===== src/hdl/tile_priority_by_distance_unit_defines.svh =====
// Assertion macros shared by the tile priority unit.
`ifndef TILE_PRIORITY_BY_DISTANCE_UNIT_DEFINES_SVH
`define TILE_PRIORITY_BY_DISTANCE_UNIT_DEFINES_SVH

// Fire when cond is ever true out of reset.
`define TPD_ASSERT_NEVER(lbl, cond) \
  lbl: assert property (@(posedge clk) disable iff (!rst_n) !(cond)) \
    else $error("tpd: forbidden condition seen");

// Fire when pre holds and post does not follow.
`define TPD_ASSERT_IMPL(lbl, pre, post) \
  lbl: assert property (@(posedge clk) disable iff (!rst_n) (pre) |-> post) \
    else $error("tpd: implication violated");

`endif


===== src/hdl/tpd_pkg.sv =====
// Shared constants and types for the tile priority unit.
package tpd_pkg;
  localparam int COORD_BITS = 24;
  localparam int FRAC_BITS  = 16;
  localparam int DPI_W      = 8;
  localparam int GAP_W      = COORD_BITS + 2;
  localparam int ROOT_W     = FRAC_BITS + 8;
  localparam int RAD_W      = 2 * ROOT_W;
  localparam int DVS_W      = ROOT_W + 1;
  localparam int DIV_W      = ROOT_W + 2;
  localparam int Q_W        = FRAC_BITS + 1;
  localparam int LATENCY    = ROOT_W + FRAC_BITS + 7;

  localparam logic [Q_W-1:0]   ONE         = Q_W'(1) << FRAC_BITS;
  localparam logic [DPI_W-1:0] DPI_MIN     = 8'd72;
  localparam logic [DPI_W-1:0] DPI_MAX     = 8'd250;
  localparam logic [DPI_W-1:0] DPI_RESET   = 8'd90;
  localparam logic [DPI_W-1:0] DPI_HIGH    = 8'd144;
  localparam logic [GAP_W-1:0] HALF_BIG    = GAP_W'(256);
  localparam logic [GAP_W-1:0] HALF_SMALL  = GAP_W'(128);
  localparam logic [DIV_W-1:0] DIV_SEED    = DIV_W'(128);
  localparam logic [DVS_W-1:0] DVS_OFFSET  = DVS_W'(256);

  typedef struct packed {
    logic                 zero;
    logic [FRAC_BITS-1:0] dx;
    logic [FRAC_BITS-1:0] dy;
  } job_t;
endpackage


===== src/hdl/tpd_queue.sv =====
// Two-entry request queue between front and back end.
module tpd_queue (
  input  logic          clk,
  input  logic          rst_n,
  input  logic          push,
  input  tpd_pkg::job_t push_job,
  output logic          full,
  output logic          head_valid,
  output tpd_pkg::job_t head_job
);
  import tpd_pkg::*;

  job_t       mem [2];
  logic       wr_r, rd_r;
  logic [1:0] cnt_r, cnt_nxt;
  logic       pop;

  assign pop        = cnt_r != 2'd0;
  assign full       = cnt_r == 2'd2;
  assign head_valid = pop;
  assign head_job   = mem[rd_r];

  always_comb begin
    cnt_nxt = cnt_r + 2'(push) - 2'(pop);
  end

  always_ff @(posedge clk) begin
    if (!rst_n) begin
      wr_r  <= 1'b0;
      rd_r  <= 1'b0;
      cnt_r <= 2'd0;
    end else begin
      cnt_r <= cnt_nxt;
      if (push) begin
        wr_r <= !wr_r;
      end
      if (pop) begin
        rd_r <= !rd_r;
      end
    end
    if (push) begin
      mem[wr_r] <= push_job;
    end
  end
endmodule


===== config.mk =====
export PLATFORM = sky130hd
export DESIGN_NAME = tpd_queue
export DESIGN_NICKNAME = d
export VERILOG_FILES = /design/src/hdl/tile_priority_by_distance_unit_defines.svh /design/src/hdl/tpd_pkg.sv /design/src/hdl/tpd_queue.sv
export SDC_FILE = /design/constraint.sdc
export NUM_CORES = 1
export LEC_CHECK = 0
export BUFFER_PORTS_ARGS = -buffer_cell sky130_fd_sc_hd__buf_4
export CAP_MARGIN = 5
export CORE_MARGIN = 2
export CORE_UTILIZATION = 56
export DETAILED_ROUTE_END_ITERATION = 10
export GPL_TIMING_DRIVEN = 0
export PLACE_DENSITY = 0.84
export SYNTH_ARGS = -nofsm -noshare
export SYNTH_HDL_FRONTEND = slang
export SYNTH_SLANG_ARGS = --single-unit

===== constraint.sdc =====
create_clock -name clk -period 6.9 [get_ports clk]
set_input_delay 0.345 -clock clk [delete_from_list [all_inputs] [get_ports clk]]
set_output_delay 0.345 -clock clk [all_outputs]
set_load 0.02 [all_outputs]

# Word-level counts from Yosys, hierarchy flattened
# Memory sizes are Yosys's and may differ from the RTL's. A register that Yosys moved wholly into a read port is not among the register bits.
# Cells that the tools add are included.
[word_totals]
input_bits = 36
regBits = 4
n_memories = 1
out_inout_bits = 35
ramBits = 66
word_cells = 14
[classes]
muxes = 4
reduce_logical = 3
addsub = 2
n_eq_ne = 1
[mem_list]
columns = ["name", "words", "word_bits", "rd", "rd_clocked_by_memory_dff", "write_ports", "line_no", "rtl"]
rows = [
  ["mem", 2, 33, 1, 1, 1, "tpd_queue.sv:13", "job_t mem [2];"],
]
[ops]
columns = ["cell", "n"]
rows = [
  ["1-bit 2-to-1 mux", 4],
  ["2-bit by 1-bit adder with 2-bit output", 1],
  ["2-bit == test, second input constant", 1],
  ["1-bit logical NOT", 2],
  ["2-bit nonzero test", 1],
  ["2-bit by 1-bit subtractor with 2-bit output", 1],
]

# Depth between registers and ports, before layout
[depth]
word_depth = 3
depth_mapped = 4
ltp_nobuf = 4

# Worst setup path before layout
# No wires, ideal clock.
[synth_timing]
kind = "input-to-reg"
start = "in push"
end = "mem mem[0][0] (netlist bit) (enable)"
stages = 1
arrival_ps = 1866
path_slack_ps = 4605
setup_ps = 428
n_path_buf = 0
required_time_ps = 6472
cell_sequence = "nor2b_1"
[synth_between]
elab_chain_cells = 2
[synth_lines]
columns = ["item", "line_no", "rtl"]
rows = [
  ["start: declaration", "tpd_queue.sv:5", "input logic push,"],
  ["1-bit 2-to-1 mux", "tpd_queue.sv:41", "if (push) begin"],
  ["1-bit 2-to-1 mux (not written as such)", "tpd_queue.sv:42", "mem[wr_r] <= push_job;"],
  ["end: declaration", "tpd_queue.sv:13", ""],
]
# No other way between the ends.

==> out/summary.txt <==
Area after DPL: 3393 um2
Synth cell types: 17
WS Path Type: flip-flop to output port
Status: finished, final reports clean
Hold Path End: mem[1][27]$_DFFE_PP_
Initial core utilization: 58.20%
Final Core Density: 75.63%
Setup slack, reg-to-reg: 5.32 ns
FF+latch count, synth: 71
Final non-filler cell total: 279
Final Critical Period: 1.760 ns
Register area share after synthesis: 75.74%
Post-DR vias/cell: 5.061
Worst Skew: 0.004673 ns
Crit path DAT: 1.42 ns
LEAKAGE: 1.432 nW
Maximum clock path buffer count: 2
Die X: 74.06 um
Max-cap violations: 0
Post-route DRC violation count: 0
Mapped Nets: 162
Die area: 5485 um2
Hold-fix buffers, CTS: 0
Share of post-route cells with drive strength above 1: 57.55%
Hold path depth: 1
Post-DP HPWL: 3.128 mm
H-tree depth: 3
Worst r2r path cells: 2
# nets final: 244
CTS Buf Count: 9
Relative slew margins: 33.81%
RSZ-0062 raised after global routing: no
Yosys top cell by area: edfxtp_1
ANT nets after route: 0
Achievable Freq: 568.1 MHz
Final wirelength: 4.588 mm
Worst r2r src: wr_r$_SDFFE_PN0P_
Number of global-route vias before repair: 1457
Setup Buffers After CTS: 0
Syn_area_per_cell: 21.99 um2
Clk Latency, worst-skew pair: 0.33 ns
Final setup TNS: 0 ns
Post_cts resized: 0
Top_reg_cell synth: edfxtp_1
Clk slew on worst S/H paths: 0.07 ns
Drt pass-1 iters: 4
Post-route clock period utilization: 25.51%
Most common cell in the netlist: edfxtp_1
FFs w/ async S/R, synth: 0%
Post-synth top cells: edfxtp_1, mux2_4, dfxtp_1
Root Driver: clkbuf_8
Die Ht: 74.06 um
Final GP Congestion: 0.6517
Peak supply drop: 0.0001839 V
Area share of the largest cell type after synthesis: 72.10%
Final total power: 929.6 uW
Crit path launch type: flip-flop
Largest net degree at the start of global routing: 35
Top post-synthesis cells by area: edfxtp_1, mux2_4, dfxtp_1
Syn-to-layout area delta: 29.95%
Worst reg2reg path endpoint: mem[1][19]$_DFFE_PP_
Fin. max-slew vios: 0
Mapped Area: 2749 um2
GRT overflow: 0
Worst hold path class: input port to flip-flop
# setup viols final: 0
CTS tree: built
Final number of hold-violating endpoints: 0
Worst slew pin tran: 0.9907 ns
CTS sink cnt: 71
Cell count after placement: 263
CP Capture Type: output port
Crit-path max FO: 10
Initial drt markers: 100
Syn Inst Count: 125
Post-route cell area: 3572 um2
Core ar.: 4723 um2
Initial antenna violation count: 0
First-pass GRT wire length: 7.024 mm
Req. time, crit path: 6.55 ns
Power per cell area: 260.2 nW/um2
Worst hold start: push_job[27]
Antenna diodes: 0
Post-synth EDFFs: 66
Vias post-DR: 1412
Wire per inst: 16.44 um
Fill count: 267
GRT Util Overall: 18.21%
Yosys warnings: 0
IO Pins: 71
Row cnt: 25
Port buffer count: 70
power breakdown:
| part | internal [mW] | switching [mW] | total, mW |
|---|---|---|---|
| Sequential | 0.495 | 0.00629 | 0.501 |
| Combinational | 0.0676 | 0.0583 | 0.126 |
| Clock | 0.162 | 0.141 | 0.303 |
| Total | 0.724 | 0.205 | 0.930 |
per-stage QoR:
stage	hold slack [ns]	worst slack (ns)
after floorplan	0.4439	4.605
after global placement	0.5130	3.877
after detailed placement	0.5328	5.217
after CTS	0.1824	5.124
after global routing	0.1745	5.072
final	0.1967	5.140
sequential cells by signal (all words and copies together) (netlist names), named ones only:
register,count
mem,66
wr_r,1
rd_r,1
cnt_r,2
cell usage in the layout (no fill, tap or decap), drive strengths merged, types with 2 or more instances in the layout:
cell type | Yosys | final
and2 | 2 | 2
nor2b | 4 | 4
nand2 | 2 | 2
clkbuf | 0 | 10
mux2 | 33 | 33
dfxtp | 5 | 5
buf | 4 | 75
and3 | 2 | 2
clkinv | 0 | 5
edfxtp | 66 | 66
final cells by class:
type	instances	area, um2	share of cell area (%)
Tap cell	67	83.83	2.347
Multi-Input combinational cell	50	603.1	16.88
Clock inverter	6	51.30	1.436
Buffer	4	71.32	1.996
Clock buffer	10	127.6	3.573
Sequential cell	71	2082	58.28
Timing Repair Buffer	71	553.0	15.48
worst max path at each step:
| stage | from | depth (start not counted) | endpoint | slack [ns] |
|---|---|---|---|---|
| global placement | push | 2 | mem[0][21]$_DFFE_PP_ | 3.88 |
| finish | flip-flop | 4 | head_job[24] | 5.14 |
| CTS | flip-flop | 4 | head_job[24] | 5.12 |
| detailed placement | push | 2 | mem[0][21]$_DFFE_PP_ | 5.22 |
| global route | flip-flop | 4 | head_job[10] | 5.07 |
| floorplan | push | 1 | mem[0][0]$_DFFE_PP_ | 4.61 |
worst max-delay path, stage by stage, from the launching register on:
cell	delay, ns
dfxtp_1	0.32
buf_6	0.14
buf_12	0.15
mux2_4	0.31
buf_4	0.16
routing by layer:
layer | wire length (um) | up-vias | global-route usage, % | part of all wire [%]
met4 | 112 | 0 | 9.899 | 2.4
met5 | 0 | - | 0 | 0
met1 | 1795 | 705 | 21.29 | 39
met2 | 2430 | 49 | 29.96 | 53
li1 | - | 647 | - | -
met3 | 249 | 11 | 5.962 | 5.4
logic make-up (layout without fill, tap and decap cells):
family                   count (synthesis)  in the layout  share of synthesized area, %
buffers and inverters                    4             91                         2.595
multiplexers                            34             34                         17.98
flip-flops                              71             71                         75.74
AND/OR/NAND/NOR                         13             13                         2.777
AO/OA/AOI/OAI                            2              2                        0.4551
adder cells (fa/ha/maj)                  1              1                        0.4551
Note: power is estimated with default switching activity, not from simulation.
