File: config.mk
export PLATFORM = sky130hd
export DESIGN_NAME = tpd_front
export DESIGN_NICKNAME = d
export VERILOG_FILES = /design/src/hdl/tile_priority_by_distance_unit_defines.svh /design/src/hdl/tpd_pkg.sv /design/src/hdl/tpd_front.sv
export SDC_FILE = /design/constraint.sdc
export NUM_CORES = 1
export LEC_CHECK = 0
export BUFFER_PORTS_ARGS = -buffer_cell sky130_fd_sc_hd__buf_2
export CORE_ASPECT_RATIO = 0.6
export CORE_MARGIN = 1
export CORE_UTILIZATION = 50
export CTS_CLUSTER_SIZE = 12
export DETAILED_ROUTE_END_ITERATION = 7
export PLACE_DENSITY = 0.76
export SETUP_SLACK_MARGIN = 0.5
export SLEW_MARGIN = 0
export SYNTH_ARGS = -nofsm -noshare
export SYNTH_HDL_FRONTEND = slang
export SYNTH_SLANG_ARGS = --single-unit
File: constraint.sdc
create_clock -name clk -period 6.3 [get_ports clk]
set_input_delay 1.26 -clock clk [delete_from_list [all_inputs] [get_ports clk]]
set_output_delay 1.26 -clock clk [all_outputs]
set_load 0.005 [all_outputs]
File: src/hdl/tile_priority_by_distance_unit_defines.svh
// Assertion macros shared by the tile priority unit.
`ifndef TILE_PRIORITY_BY_DISTANCE_UNIT_DEFINES_SVH
`define TILE_PRIORITY_BY_DISTANCE_UNIT_DEFINES_SVH

// Fire when cond is ever true out of reset.
`define TPD_ASSERT_NEVER(lbl, cond) \
  lbl: assert property (@(posedge clk) disable iff (!rst_n) !(cond)) \
    else $error("tpd: forbidden condition seen");

// Fire when pre holds and post does not follow.
`define TPD_ASSERT_IMPL(lbl, pre, post) \
  lbl: assert property (@(posedge clk) disable iff (!rst_n) (pre) |-> post) \
    else $error("tpd: implication violated");

`endif

File: src/hdl/tpd_pkg.sv
// Shared constants and types for the tile priority unit.
package tpd_pkg;
  localparam int COORD_BITS = 24;
  localparam int FRAC_BITS  = 16;
  localparam int DPI_W      = 8;
  localparam int GAP_W      = COORD_BITS + 2;
  localparam int ROOT_W     = FRAC_BITS + 8;
  localparam int RAD_W      = 2 * ROOT_W;
  localparam int DVS_W      = ROOT_W + 1;
  localparam int DIV_W      = ROOT_W + 2;
  localparam int Q_W        = FRAC_BITS + 1;
  localparam int LATENCY    = ROOT_W + FRAC_BITS + 7;

  localparam logic [Q_W-1:0]   ONE         = Q_W'(1) << FRAC_BITS;
  localparam logic [DPI_W-1:0] DPI_MIN     = 8'd72;
  localparam logic [DPI_W-1:0] DPI_MAX     = 8'd250;
  localparam logic [DPI_W-1:0] DPI_RESET   = 8'd90;
  localparam logic [DPI_W-1:0] DPI_HIGH    = 8'd144;
  localparam logic [GAP_W-1:0] HALF_BIG    = GAP_W'(256);
  localparam logic [GAP_W-1:0] HALF_SMALL  = GAP_W'(128);
  localparam logic [DIV_W-1:0] DIV_SEED    = DIV_W'(128);
  localparam logic [DVS_W-1:0] DVS_OFFSET  = DVS_W'(256);

  typedef struct packed {
    logic                 zero;
    logic [FRAC_BITS-1:0] dx;
    logic [FRAC_BITS-1:0] dy;
  } job_t;
endpackage

File: src/hdl/tpd_front.sv
// Front end: DPI register, tile centre, gaps to the viewport, far test.
module tpd_front (
  input  logic                           clk,
  input  logic                           rst_n,
  input  logic                           accept,
  input  logic [tpd_pkg::COORD_BITS-1:0] in_tile_left,
  input  logic [tpd_pkg::COORD_BITS-1:0] in_tile_top,
  input  logic [tpd_pkg::COORD_BITS-1:0] in_view_left,
  input  logic [tpd_pkg::COORD_BITS-1:0] in_view_top,
  input  logic [15:0]                    in_view_width,
  input  logic [15:0]                    in_view_height,
  input  logic                           cfg_we,
  input  logic [tpd_pkg::DPI_W-1:0]      cfg_data,
  output logic                           job_valid,
  output tpd_pkg::job_t                  job
);
  import tpd_pkg::*;

  logic [DPI_W-1:0] dpi_r, dpi_nxt;
  logic             valid_r;
  job_t             job_r, job_nxt;
  logic [GAP_W-1:0] half;

  function automatic logic [GAP_W-1:0] sx(input logic [COORD_BITS-1:0] v);
    sx = {{(GAP_W-COORD_BITS){v[COORD_BITS-1]}}, v};
  endfunction

  function automatic logic [GAP_W-1:0] gap(input logic [GAP_W-1:0] c,
                                           input logic [GAP_W-1:0] lo,
                                           input logic [GAP_W-1:0] hi);
    if ($signed(c) < $signed(lo)) begin
      gap = lo - c;
    end else if ($signed(c) > $signed(hi)) begin
      gap = c - hi;
    end else begin
      gap = '0;
    end
  endfunction

  function automatic logic far(input logic [GAP_W-1:0] g);
    far = {{(64-GAP_W){1'b0}}, g} >= 64'(ONE);
  endfunction

  always_comb begin
    logic [GAP_W-1:0] cx, cy, hx, hy, gx, gy;
    dpi_nxt = dpi_r;
    if (cfg_we) begin
      if (cfg_data < DPI_MIN) begin
        dpi_nxt = DPI_MIN;
      end else if (cfg_data > DPI_MAX) begin
        dpi_nxt = DPI_MAX;
      end else begin
        dpi_nxt = cfg_data;
      end
    end
    half = (dpi_r > DPI_HIGH) ? HALF_BIG : HALF_SMALL;
    cx = sx(in_tile_left) + half;
    cy = sx(in_tile_top) + half;
    hx = sx(in_view_left) + GAP_W'(in_view_width);
    hy = sx(in_view_top) + GAP_W'(in_view_height);
    gx = gap(cx, sx(in_view_left), hx);
    gy = gap(cy, sx(in_view_top), hy);
    job_nxt.zero = far(gx) || far(gy);
    job_nxt.dx   = FRAC_BITS'(gx);
    job_nxt.dy   = FRAC_BITS'(gy);
  end

  always_ff @(posedge clk) begin
    if (!rst_n) begin
      dpi_r   <= DPI_RESET;
      valid_r <= 1'b0;
    end else begin
      dpi_r   <= dpi_nxt;
      valid_r <= accept;
    end
    job_r <= job_nxt;
  end

  assign job_valid = valid_r;
  assign job       = job_r;
endmodule

* Yosys cells after proc, flatten, opt, wreduce, memory -nomap -nowiden
Cells that the tools add are included.
Widths: inputs -> output; s select.
** Storage, ports and cells
- Flip-flop bits (word level) :: 42
- Bits of input ports :: 140
- Output and inout bits :: 34
- Word-level logic and storage cells :: 30
** Cells by class
- Add/subtract/negate cells :: 8
- $lt $le $gt $ge :: 9
- Mux-type cells :: 7
- Reductions and logical operators :: 1
** Operators with widths (number)
- $mux 26 :: 4
- $ge 26x17->1 const B :: 2
- $sub 24x25->26 :: 2
- $sub 25x25->26 :: 2
- $add 24x10->25 :: 2
- $add 24x17->25 :: 2
- $gt 25x25->1 :: 2
- $lt 25x24->1 :: 2
- $gt 8x8->1 const B :: 2
- $mux 8 :: 2
- $mux 9 :: 1
- $lt 8x7->1 const B :: 1
- $logic_or 1x1->1 :: 1

* Longest topological paths before layout
- Word-level depth :: 8
- Mapped depth :: 25
- Mapped depth without buffers :: 25

* Worst setup path before layout
Ideal clock, no wire load.
- Path kind :: input-to-reg
- Start :: input port in_view_left[1] (netlist bit)
- End :: register job_r (netlist bit job[32])
- Setup time :: 0.134 ns
- Arrival time :: 6.000 ns
- Data required time :: 6.166 ns
- Slack :: 0.167 ns
- Stages :: 24
- Buffers on the path :: 0
- Path through :: ha_1 -> a21o_1 -> a21oi_1 -> o21bai_1 -> a21oi_1 -> nor2b_1 -> o21a_1 -> o31a_1 -> o41ai_1 -> o221ai_1 -> o41a_1 -> nand4_1 -> xor2_1 -> ha_1 -> and2_1 -> and3_1 -> o2111ai_1 -> o211ai_1 -> nor2b_1 -> xor2_1 -> o31a_1 -> or4_1 -> o311ai_1 -> nand4_1
** RTL lines
- from (decl) :: RTL line tpd_front.sv:8 : input logic [tpd_pkg::COORD_BITS-1:0] in_view_left,
- to (signal assigned) :: RTL line tpd_front.sv:76 : job_r <= job_nxt;
- to (decl) :: RTL line tpd_front.sv:21 : job_t job_r, job_nxt;

==> metrics.csv <==
metric,value,unit
# setup viols final,0,
Setup crit start kind,primary input,
R2R Path End,job[32],
hold-critical path depth,2,
post-route cell area,11900,um^2
DRT antenna net count,0,
Worst slew margin,56.6,%
post-synth top area cell,ha_1,
Pleak,5.49,nW
register area share after synthesis,8.80,%
total CTS buffers,5,
status,"complete, no violations",
clock tree from TritonCTS,done,
routed length on met3,4070,um
Starting Density,51.9,%
Pins Over Slew Limit,0,
# IOs,174,
fmax,0.164,GHz
area of the mapped netlist,9550,um^2
Post-CTS Hold Fix Bufs,0,
full die area,19700,um^2
DR DRC count,0,
type of the worst setup path,primary input to flop,
Vert. Die Dim,109,um
Core Box Area,18400,um^2
met2 WL,11900,um
post-synthesis register bit count,42,
GRT Total Usage,31.9,%
top post-synthesis cells by area,"ha_1 17%, dfxtp_1 8.8%, xor2_1 7.2%",
Post-Synthesis Net Count,1547,
vias in the first global route,9337,
gate count of the mapped netlist,1273,
post-layout min period,6.11,ns
via count,11000,
PwrDens,203,nW/um^2
skew final,0.0177,ns
"CTS clk-pin slew, worst paths",0.06,ns
CP required,6.46,ns
FF-to-FF path depth,21,
Setup crit end kind,flop,
syn_area_per_cell,7.51,um^2
Final HPWL DP,27800,um
antenna violations before repair,1,
Design Power,2.41,mW
top sig layer,met4,
Hold EP,dpi_r[0],
post-synth cell types,98,
Worst Hold Class,flop to flop,
cell with the largest stage delay on the worst path,or4_1,
placed inst area,11200,um^2
"reg-to-reg slack, setup",0.57,ns
Final Cycle Share,96.9,%
largest net degree at the start of global routing,15,
H-tree depth,2,
worst-skew pair later-pin latency,0.30,ns
Post-synth EDFFs,0,
RR Startpoint,dpi_r[0],
Worst VDD drop,0.000102,V
layout cells sized above 1,24.5,%
1st-pass router iterations,6,
hold_sp,dpi_r[0],
Post-synth ARST share,0,%
clk sinks,42,
gpl congestion,1.00,
Die Wd,180,um
RSZ-0062 raised after global routing,yes,
first-pass GRT wire length,49500,um
Nets,1795,
"Primary FF master, synth",dfxtp_1,
CP arrival,6.27,ns
yosys synthesis warning count,0,
P&R area growth vs syn,24.4,%
Core Rows,38,
crit-path max cell delay,0.53,ns
slew of the pin with the lowest slew margin,0.644,ns
gr ovfl total,0,
Port Buf Inserts,173,
max-capacitance violation count,0,
routed len/inst,19.0,um
clock root buffer,clkbuf_16,
WL final,33400,um
met1 wire length,17200,um
CP max FO,4,
vias per cell,6.22,
Starting DRT DRC Count,1222,
Yosys top cell area share,16.5,%
clock buffer depth,2,
Hold Fails Final Rpt,0,
-- cell families after synthesis --
logic type,count (synthesis),synth area share (%)
multiplexers,10,1.05
adder cells (fa/ha/maj),147,19.6
AO/OA/AOI/OAI,397,28.5
AND/OR/NAND/NOR,409,22.3
XOR/XNOR,151,14.8
buffers and inverters,117,5.00
flip-flops,42,8.80
-- worst max-delay path, delay by kind of cell --
family | cells | cell delay, ns
AND/OR/NAND/NOR | 6 | 1.19
buffers and inverters | 2 | 0.27
adder cells (fa/ha/maj) | 2 | 0.52
AO/OA/AOI/OAI | 13 | 2.74
XOR/XNOR | 2 | 0.28
-- how the worst max path moves through the flow --
stage / endpoint / cells after the start / start / slack (ns)
final: job[32] / 25 / in_view_left[1] / 0.19
after global placement: job[32] / 24 / in_view_left[1] / -0.17
after global routing: job[32] / 25 / in_view_left[1] / 0.05
after floorplan: job[32] / 24 / in_view_left[1] / 0.33
after CTS: job[32] / 24 / in_view_top[1] / 0.19
after detailed placement: job[32] / 24 / in_view_left[1] / -0.28
-- per-layer routing --
layer | track usage (%) | vias to the layer above
li1 | - | 5219
met1 | 52.5 | 5107
met2 | 40.8 | 623
met3 | 7.35 | 20
met4 | 3.05 | 0
met5 | 0 | -
-- metrics by stage --
stage / utilization, % / setup TNS, ns / hold slack (ns) / setup WS, ns / cells
2_1_floorplan: - / 0 / 0.440 / 0.328 / 1273
3_3_place_gp: 60.7 / -0.867 / 0.461 / -0.172 / 1735
3_5_place_dp: 60.7 / -1.84 / 0.465 / -0.276 / 1735
4_1_cts: 62.8 / 0 / 0.473 / 0.186 / 1754
5_1_grt: 64.6 / 0 / 0.508 / 0.0510 / 1763
6_report: 64.6 / 0 / 0.474 / 0.194 / 1763
-- cell usage after synthesis, types with 4 or more instances --
library cell,instances
nand3_1,56
nand2_1,93
nand2b_1,24
or3_1,5
o21ai_0,79
a211oi_1,17
nor3_1,22
a31oi_1,12
xnor2_1,66
o21a_1,24
o2111ai_1,6
a21o_1,29
o211a_1,7
or2_2,7
maj3_1,10
o31ai_1,8
o21ai_1,8
and3_1,17
nand4_1,26
nand3b_1,6
mux2i_1,10
ha_1,126
a221o_1,4
dfxtp_1,42
a2111oi_0,4
o21bai_1,9
a211o_1,7
and4_1,6
xor2_1,78
o41ai_1,4
o211ai_1,16
clkbuf_1,12
fa_1,8
a31o_2,6
nor2_1,88
nor4_1,9
inv_1,97
nor2b_1,12
a21oi_1,94
o31a_1,5
a221oi_1,4
o22ai_1,7
and2_1,12
or4_1,4
-- area by class of cell --
class                      count  area [um^2]
clock buffer                   5          125
inverter                      97          368
multi-input combinational   1114         8630
tap                          240          300
antenna                        1         2.50
sequential                    42          841
clock inverter                 3         21.3
timing repair buffer         261         1590
fill                        1613         6520
-- report_power, final --
group          internal [mW]  leakage [nW]  switching, mW
Combinational          0.777          5.07          0.988
Clock                  0.147        0.0698          0.125
Sequential             0.344         0.352         0.0296
-- cells in the final DEF (no fill, tap or decap), drive strengths merged, types with 16 or more instances in the layout --
cell and instances:
buf 260, ha 126, a21oi 98, inv 96, nand2 93, nor2 89
o21ai 88, xor2 79, xnor2 70, nand3 56, dfxtp 42, a21o 30
nand4 28, o21a 24, nand2b 24, nor3 24, a211oi 19, and3 17
o211ai 16
-- state kept, by name (all words and copies together), names as in the netlist --
register	count
job	33
dpi_r	8
job_valid	1
-- timing repair --
| item | 4_1_cts | 5_1_grt |
|---|---|---|
| setup endpoints to repair | 26 | 33 |
| pin swaps | 17 | 35 |
| buffers inserted | 10 | 8 |
| cloned | 1 | 0 |
| resized for setup | 25 | 68 |
Note: power is estimated with default switching activity, not from simulation.
