`config.mk`:
```
export PLATFORM = sky130hd
export DESIGN_NAME = tpd_back
export DESIGN_NICKNAME = d
export VERILOG_FILES = /design/src/hdl/tile_priority_by_distance_unit_defines.svh /design/src/hdl/tpd_pkg.sv /design/src/hdl/tpd_back.sv
export SDC_FILE = /design/constraint.sdc
export NUM_CORES = 2
export LEC_CHECK = 0
export BUFFER_PORTS_ARGS = -buffer_cell sky130_fd_sc_hd__buf_2
export CORE_MARGIN = 5
export CORE_UTILIZATION = 26
export DETAILED_ROUTE_END_ITERATION = 7
export GPL_TIMING_DRIVEN = 1
export PLACE_DENSITY = 0.45
export SKIP_CTS_REPAIR_TIMING = 1
export SYNTH_ARGS = -nofsm -noshare
export SYNTH_HDL_FRONTEND = slang
export SYNTH_SLANG_ARGS = --single-unit
```
`constraint.sdc`:
```
create_clock -name clk -period 20 [get_ports clk]
set_clock_uncertainty 0.05 [all_clocks]
set_input_delay 4 -clock clk [delete_from_list [all_inputs] [get_ports clk]]
set_output_delay 4 -clock clk [all_outputs]
set_load 0.01 [all_outputs]
```
`src/hdl/tile_priority_by_distance_unit_defines.svh`:
```
// Assertion macros shared by the tile priority unit.
`ifndef TILE_PRIORITY_BY_DISTANCE_UNIT_DEFINES_SVH
`define TILE_PRIORITY_BY_DISTANCE_UNIT_DEFINES_SVH

// Fire when cond is ever true out of reset.
`define TPD_ASSERT_NEVER(lbl, cond) \
  lbl: assert property (@(posedge clk) disable iff (!rst_n) !(cond)) \
    else $error("tpd: forbidden condition seen");

// Fire when pre holds and post does not follow.
`define TPD_ASSERT_IMPL(lbl, pre, post) \
  lbl: assert property (@(posedge clk) disable iff (!rst_n) (pre) |-> post) \
    else $error("tpd: implication violated");

`endif

```
`src/hdl/tpd_pkg.sv`:
```
// Shared constants and types for the tile priority unit.
package tpd_pkg;
  localparam int COORD_BITS = 24;
  localparam int FRAC_BITS  = 16;
  localparam int DPI_W      = 8;
  localparam int GAP_W      = COORD_BITS + 2;
  localparam int ROOT_W     = FRAC_BITS + 8;
  localparam int RAD_W      = 2 * ROOT_W;
  localparam int DVS_W      = ROOT_W + 1;
  localparam int DIV_W      = ROOT_W + 2;
  localparam int Q_W        = FRAC_BITS + 1;
  localparam int LATENCY    = ROOT_W + FRAC_BITS + 7;

  localparam logic [Q_W-1:0]   ONE         = Q_W'(1) << FRAC_BITS;
  localparam logic [DPI_W-1:0] DPI_MIN     = 8'd72;
  localparam logic [DPI_W-1:0] DPI_MAX     = 8'd250;
  localparam logic [DPI_W-1:0] DPI_RESET   = 8'd90;
  localparam logic [DPI_W-1:0] DPI_HIGH    = 8'd144;
  localparam logic [GAP_W-1:0] HALF_BIG    = GAP_W'(256);
  localparam logic [GAP_W-1:0] HALF_SMALL  = GAP_W'(128);
  localparam logic [DIV_W-1:0] DIV_SEED    = DIV_W'(128);
  localparam logic [DVS_W-1:0] DVS_OFFSET  = DVS_W'(256);

  typedef struct packed {
    logic                 zero;
    logic [FRAC_BITS-1:0] dx;
    logic [FRAC_BITS-1:0] dy;
  } job_t;
endpackage

```
`src/hdl/tpd_back.sv`:
```
// Back end: squares, pipelined integer root and pipelined reciprocal.
module tpd_back (
  input  logic                      clk,
  input  logic                      rst_n,
  input  logic                      job_valid,
  input  tpd_pkg::job_t             job,
  output logic                      out_valid,
  output logic [tpd_pkg::Q_W-1:0]   out_priority_res
);
  import tpd_pkg::*;

  logic                   a_v_r, a_zero_r;
  logic [2*FRAC_BITS-1:0] a_dx2_r, a_dy2_r;

  logic             s_v_r    [ROOT_W+1];
  logic             s_zero_r [ROOT_W+1];
  logic [RAD_W-1:0] s_rad_r  [ROOT_W+1];
  logic [ROOT_W:0]  s_rem_r  [ROOT_W+1];
  logic [ROOT_W-1:0] s_root_r [ROOT_W+1];

  logic             d_v_r, d_zero_r;
  logic [DVS_W-1:0] d_dvs_r;

  logic             q_v_r    [Q_W+1];
  logic             q_zero_r [Q_W+1];
  logic [DVS_W-1:0] q_dvs_r  [Q_W+1];
  logic [DIV_W-1:0] q_rem_r  [Q_W+1];
  logic [Q_W-1:0]   q_q_r    [Q_W+1];

  logic [2*FRAC_BITS:0] sum;
  assign sum = {1'b0, a_dx2_r} + {1'b0, a_dy2_r};

  always_ff @(posedge clk) begin
    if (!rst_n) begin
      a_v_r    <= 1'b0;
      s_v_r[0] <= 1'b0;
      d_v_r    <= 1'b0;
      q_v_r[0] <= 1'b0;
    end else begin
      a_v_r    <= job_valid;
      s_v_r[0] <= a_v_r;
      d_v_r    <= s_v_r[ROOT_W];
      q_v_r[0] <= d_v_r;
    end
    a_zero_r    <= job.zero;
    a_dx2_r     <= job.dx * job.dx;
    a_dy2_r     <= job.dy * job.dy;
    s_zero_r[0] <= a_zero_r || sum[2*FRAC_BITS];
    s_rad_r[0]  <= {sum[2*FRAC_BITS-1:0], 16'd0};
    s_rem_r[0]  <= '0;
    s_root_r[0] <= '0;
    d_zero_r    <= s_zero_r[ROOT_W];
    d_dvs_r     <= {1'b0, s_root_r[ROOT_W]} + DVS_OFFSET;
    q_zero_r[0] <= d_zero_r;
    q_dvs_r[0]  <= d_dvs_r;
    q_rem_r[0]  <= DIV_SEED;
    q_q_r[0]    <= '0;
  end

  for (genvar i = 0; i < ROOT_W; i++) begin : g_root
    logic [ROOT_W+2:0] rem_sh, trial;
    logic              ge;
    assign rem_sh = {s_rem_r[i], s_rad_r[i][RAD_W-1 -: 2]};
    assign trial  = {1'b0, s_root_r[i], 2'b01};
    assign ge     = rem_sh >= trial;
    always_ff @(posedge clk) begin
      if (!rst_n) begin
        s_v_r[i+1] <= 1'b0;
      end else begin
        s_v_r[i+1] <= s_v_r[i];
      end
      s_zero_r[i+1] <= s_zero_r[i];
      s_rad_r[i+1]  <= s_rad_r[i] << 2;
      s_rem_r[i+1]  <= ge ? (ROOT_W+1)'(rem_sh - trial) : (ROOT_W+1)'(rem_sh);
      s_root_r[i+1] <= {s_root_r[i][ROOT_W-2:0], ge};
    end
  end

  for (genvar j = 0; j < Q_W; j++) begin : g_div
    logic [DIV_W-1:0] rs, dv;
    logic             ge;
    assign rs = {q_rem_r[j][DIV_W-2:0], 1'b0};
    assign dv = {1'b0, q_dvs_r[j]};
    assign ge = rs >= dv;
    always_ff @(posedge clk) begin
      if (!rst_n) begin
        q_v_r[j+1] <= 1'b0;
      end else begin
        q_v_r[j+1] <= q_v_r[j];
      end
      q_zero_r[j+1] <= q_zero_r[j];
      q_dvs_r[j+1]  <= q_dvs_r[j];
      q_rem_r[j+1]  <= ge ? rs - dv : rs;
      q_q_r[j+1]    <= {q_q_r[j][Q_W-2:0], ge};
    end
  end

  assign out_valid        = q_v_r[Q_W];
  assign out_priority_res = q_zero_r[Q_W] ? '0 : q_q_r[Q_W];
endmodule
```
# Yosys cells after proc, flatten, opt, wreduce, memory -nomap -nowiden
# Memory sizes are Yosys's and may differ from the RTL's. A register that Yosys moved wholly into a read port is not among the register bits.
# Index checks and enable logic that the tools add are counted.
[totals] mem_count=10 register_bits=91 ramBits=3685 out_inout_bits=18 word_cells=233 input_bits=36
[memory_table] memory="s_rad_r" depth=25 width=46 read_ports=24 rd_ports_with_merged_regs=0 wr=25 line="tpd_back.sv:17" text="logic [RAD_W-1:0] s_rad_r [ROOT_W+1];"
[memory_table] memory="s_rem_r" depth=25 width=25 read_ports=24 rd_ports_with_merged_regs=0 wr=25 line="tpd_back.sv:18" text="logic [ROOT_W:0] s_rem_r [ROOT_W+1];"
[memory_table] memory="s_root_r" depth=25 width=24 read_ports=25 rd_ports_with_merged_regs=0 wr=25 line="tpd_back.sv:19" text="logic [ROOT_W-1:0] s_root_r [ROOT_W+1];"
[memory_table] memory="q_rem_r" depth=18 width=26 read_ports=17 rd_ports_with_merged_regs=0 wr=18 line="tpd_back.sv:27" text="logic [DIV_W-1:0] q_rem_r [Q_W+1];"
[memory_table] memory="q_dvs_r" depth=18 width=25 read_ports=17 rd_ports_with_merged_regs=0 wr=18 line="tpd_back.sv:26" text="logic [DVS_W-1:0] q_dvs_r [Q_W+1];"
[memory_table] memory="q_q_r" depth=18 width=17 read_ports=18 rd_ports_with_merged_regs=0 wr=18 line="tpd_back.sv:28" text="logic [Q_W-1:0] q_q_r [Q_W+1];"
[memory_table] memory="+4 memories"
[classes] addsub=43 reduce_logical=2 mux=87 bitwise_logic=43 mul=2 magnitude_cmp=41
[op_table] cell="27-bit by 26-bit greater-or-equal comparator with 1-bit output" n=24
[op_table] cell="25-bit 2-to-1 mux" n=24
[op_table] cell="25-bit subtractor" n=24
[op_table] cell="26-bit by 25-bit greater-or-equal comparator with 1-bit output" n=17
[op_table] cell="26-bit 2-to-1 mux" n=17
[op_table] cell="26-bit by 25-bit subtractor with 26-bit output" n=17
[op_table] cell="16-bit by 16-bit multiplier with 32-bit output" n=2
[op_table] cell="1-bit 2-to-1 mux" n=45
[op_table] cell="1-bit OR" n=43
[op_table] cell="32-bit by 32-bit adder with 33-bit output" n=1
[op_table] cell="24-bit by 9-bit adder with 25-bit output, second input constant" n=1
[op_table] cell="17-bit 2-to-1 mux" n=1
[op_table] cell="1-bit logical NOT" n=1
[op_table] cell="1-bit logical OR" n=1

# Longest topological paths before layout
# An unclocked memory read counts as a cell.
[depth] word_depth=3 mapped_depth=26 mapped_depth_nobuf=24

# Worst setup path before layout
# No wires, ideal clock.
[synth_timing] kind="input to register" from="input job[1] (netlist name)" to="register a_dy2_r[31]" t_arrival_ns=9.965 setup_time_ns=0.129 path_stages=23 n_path_buf=3 path_slack_ns=9.856 cell_sequence="clkbuf_1 clkbuf_1 nand2_1 fa_1 fa_1 inv_1 fa_1 fa_1 fa_1 inv_1 fa_1 inv_1 ha_1 clkbuf_1 a211o_1 a21oi_1 a2bb2oi_1 a31oi_1 o31ai_1 o21ai_1 and2_1 o41ai_1 xnor2_1"
[synth_between] elab_chain_cells=1
[synth_rtl] element="from (decl)" line="tpd_back.sv:6" text="input tpd_pkg::job_t job,"
[synth_rtl] element="16-bit by 16-bit multiplier with 32-bit output" line="tpd_back.sv:47" text="a_dy2_r <= job.dy * job.dy;"
[synth_rtl] element="to (signal assigned)" line="tpd_back.sv:47"
[synth_rtl] element="to (decl)" line="tpd_back.sv:13" text="logic [2*FRAC_BITS-1:0] a_dx2_r, a_dy2_r;"
# No other way between the ends.
# A chain may end at the register's enable or synchronous reset.

# Worst setup path after layout
[layout_timing] from="input job[0] (netlist name)" to="register a_dy2_r[31]"
# The elaborated chain is that of the path after synthesis.

==> reports/qor.yml <==
outcome: "finished, violations left"
failed_checks: "capacitance limit"
drt-pass1-iter-count: 6
core.rowCount: 236
place.gp.congestion: 0.798
p_switching_mw: 9.03
avgRoutedWirePerCell_um: 14.5
crit_type: "primary input to flop"
final_cell_mix: "dfxtp_1, inv_1, ha_1"
cts_max_level: 5
syn_area_um2: 108000
hold_violations: 0
m1WireLength_mm: 117
antenna_found_initial: 9
power.density_nw_per_um2: 188
final_max_slew_viol_count: 0
drtIter0Drc: 3579
io_pins: 54
relSlewSlack_pct: 0.850
yosys_warnings: 0
dieArea_um2: 427000
synthArstFlopShare_pct: 0
cts_tree: "yes"
die_h_um: 653
first_global_vias: 74500
seq_area_frac_synth_pct: 42.1
grt_pass1_wl_mm: 402
vdd_drop_max_mv: 0.143
dpl.hpwl_mm: 193
cp.arrival_ns: 10.60
fin_crit_ns: 9.92
fp.coreArea_um2: 413000
cp-start-kind: "primary input"
dr_total_vias: 73400
fmax_mhz: 101
hold_class: "flop to flop"
nNetsFinal: 12700
dr_wl_met2_mm: 116
pwr-share-seq_pct: 31.2
worst_pin_slew_ns: 1.45
p_int_mw: 14.2
rsz0062_at_grt: "no"
synthCells: 11200
wl_met3_mm: 8.22
clockBufferDepth: 4
yosys_most_used_dff: "dfxtp_1"
initial_utilization_pct: 26.1
highest_layer: "met5"
layout_commonest_cell: "dfxtp_1"
drive_gt1_share_pct: 7.40
synth_cell_types: 101
cellLeakagePower_nw: 57.1
pwr-share-clk_pct: 22.6
portBuffers: 53
endpoint_kind: "flop"
grt_max_degree: 48
comb_power_share_pct: 46.3
reg2reg_from: "q_dvs_r[15][2]$_DFF_P_"
ant_nets: 0
cts_sinks: 2263
syn_avg_cell_area_um2: 9.59
critPathMaxFanout: 14
vias_per_cell: 4.31
fin_setup_tns_ns: 0
drc: 0
cts_made_buffers: 274
period_share_pct: 49.6
clock_latency_ns: 0.88
synth-seq-cells: 2263
track_usage_pct: 11.4
clk_pin_slew_ns: 0.06
dp_slack_ns: 9.22
overflow: 0
required_ns: 20.68
cts-root-buf: "clkbuf_16"
startpoint: "job[0]"
finalSetupViolCount: 0
wirelength_mm: 248
die_w_um: 653
utilization_pct: 30.0
area_growth_syn_to_layout_pct: 15.1
drv_cap: 1
p_sw_share_pct: 38.8
hp-start: "s_zero_r[7]$_DFF_P_"
fin_ws_ns: 10.08
synth_edf_count: 0
[path summary, 6_finish.rpt]
kind	to	slack, ns	cells past startpoint
hold / removal	s_zero_r[8]$_DFF_P_	0.24	0
setup / recovery	a_dy2_r[31]$_DFF_P_	10.08	23
hold reg to reg	s_zero_r[8]$_DFF_P_	0.24	0
setup reg to reg	q_rem_r[16][12]$_DFF_P_	15.71	12
[metrics by stage]
| stage | instances | instance area, um^2 | power, mW | hold WS [ns] |
|---|---|---|---|---|
| after detailed placement | 16600 | 114000 | 18.2 | 0.262 |
| after CTS | 17000 | 124000 | 23.7 | 0.199 |
| after floorplan | 11200 | 108000 | 15.3 | 0.260 |
| after global routing | 17000 | 124000 | 25.4 | 0.246 |
| final | 17100 | 124000 | 23.2 | 0.244 |
| after global placement | 16600 | 114000 | 18.3 | 0.260 |
[cell type report]
| cell class | instances | area (um^2) |
|---|---|---|
| Clock buffer | 362 | 7860 |
| Tap cell | 5474 | 6850 |
| Clock inverter | 124 | 1840 |
| Inverter | 1439 | 5400 |
| Fill cell | 43500 | 289000 |
| Timing Repair Buffer | 81 | 475 |
| Sequential cell | 2263 | 45300 |
| Antenna cell | 3 | 7.51 |
| Multi-Input combinational cell | 7305 | 56100 |
[layer usage]
layer | track usage [%] | up-vias
met5 | 0 | -
met4 | 3.05 | 4
met3 | 1.73 | 395
met2 | 19.5 | 889
met1 | 15.0 | 34100
li1 | - | 38100
[state kept, by name, summed over array words and instances (netlist names), 31 cells and up]
name / cells
a_dx2_r: 31
a_dy2_r: 31
q_dvs_r: 425
q_q_r: 153
q_rem_r: 400
s_rad_r: 272
s_rem_r: 536
s_root_r: 300
[kinds of logic (layout without fill, tap and decap cells)]
kind of cell               count (synthesis)  count (layout)  share of synthesized area (%)
other                                      1              12                        0.00349
AOI/OAI and AO/OA                       2281            2281                           13.5
and+or+nand+nor                         2711            2711                           12.3
buffers and inverters                   1663            2006                           5.88
xor gates and xnor gates                 796             796                           6.48
DFF                                     2263            2263                           42.1
muxes                                    220             220                           2.28
adders and majority gates               1288            1288                           17.4
[worst max-delay path, stage by stage]
cell and delay [ns]:
buf_2 0.35, inv_1 0.23, nor2_1 0.25, inv_1 0.10, fa_1 0.45, fa_1 0.43
inv_1 0.09, fa_1 0.42, fa_1 0.47, fa_1 0.54, inv_1 0.06, fa_1 0.53
inv_1 0.04, ha_1 0.38, a211o_1 0.29, a21oi_1 0.24, a2bb2oi_1 0.24, a31oi_1 0.15
o31ai_1 0.46, o21ai_1 0.22, and2_1 0.23, o41ai_1 0.31, xnor2_1 0.12
[synth_stat cells, drive strengths merged (197+ instances only)]
library cell     n  area (um^2)
a21o           315         2360
a21oi          722         3610
dfxtp         2263        45300
fa             350         7010
ha             938        11700
inv           1438         5400
mux2           197         2220
nand2          759         2850
nor2           679         2560
nor3           205         1040
o21ai          477         2390
xnor2          475         4160
xor2           321         2810
[power groups by stage]
stage	registers [mW]	logic, mW	clock network (mW)
after detailed placement	7.39	10.8	0
after global placement	7.39	10.9	0
after CTS	7.30	10.9	5.48
final	7.24	10.8	5.25
after global routing	7.44	12.3	5.66
after floorplan	6.90	8.38	0
(Power assumes the default switching activity.)
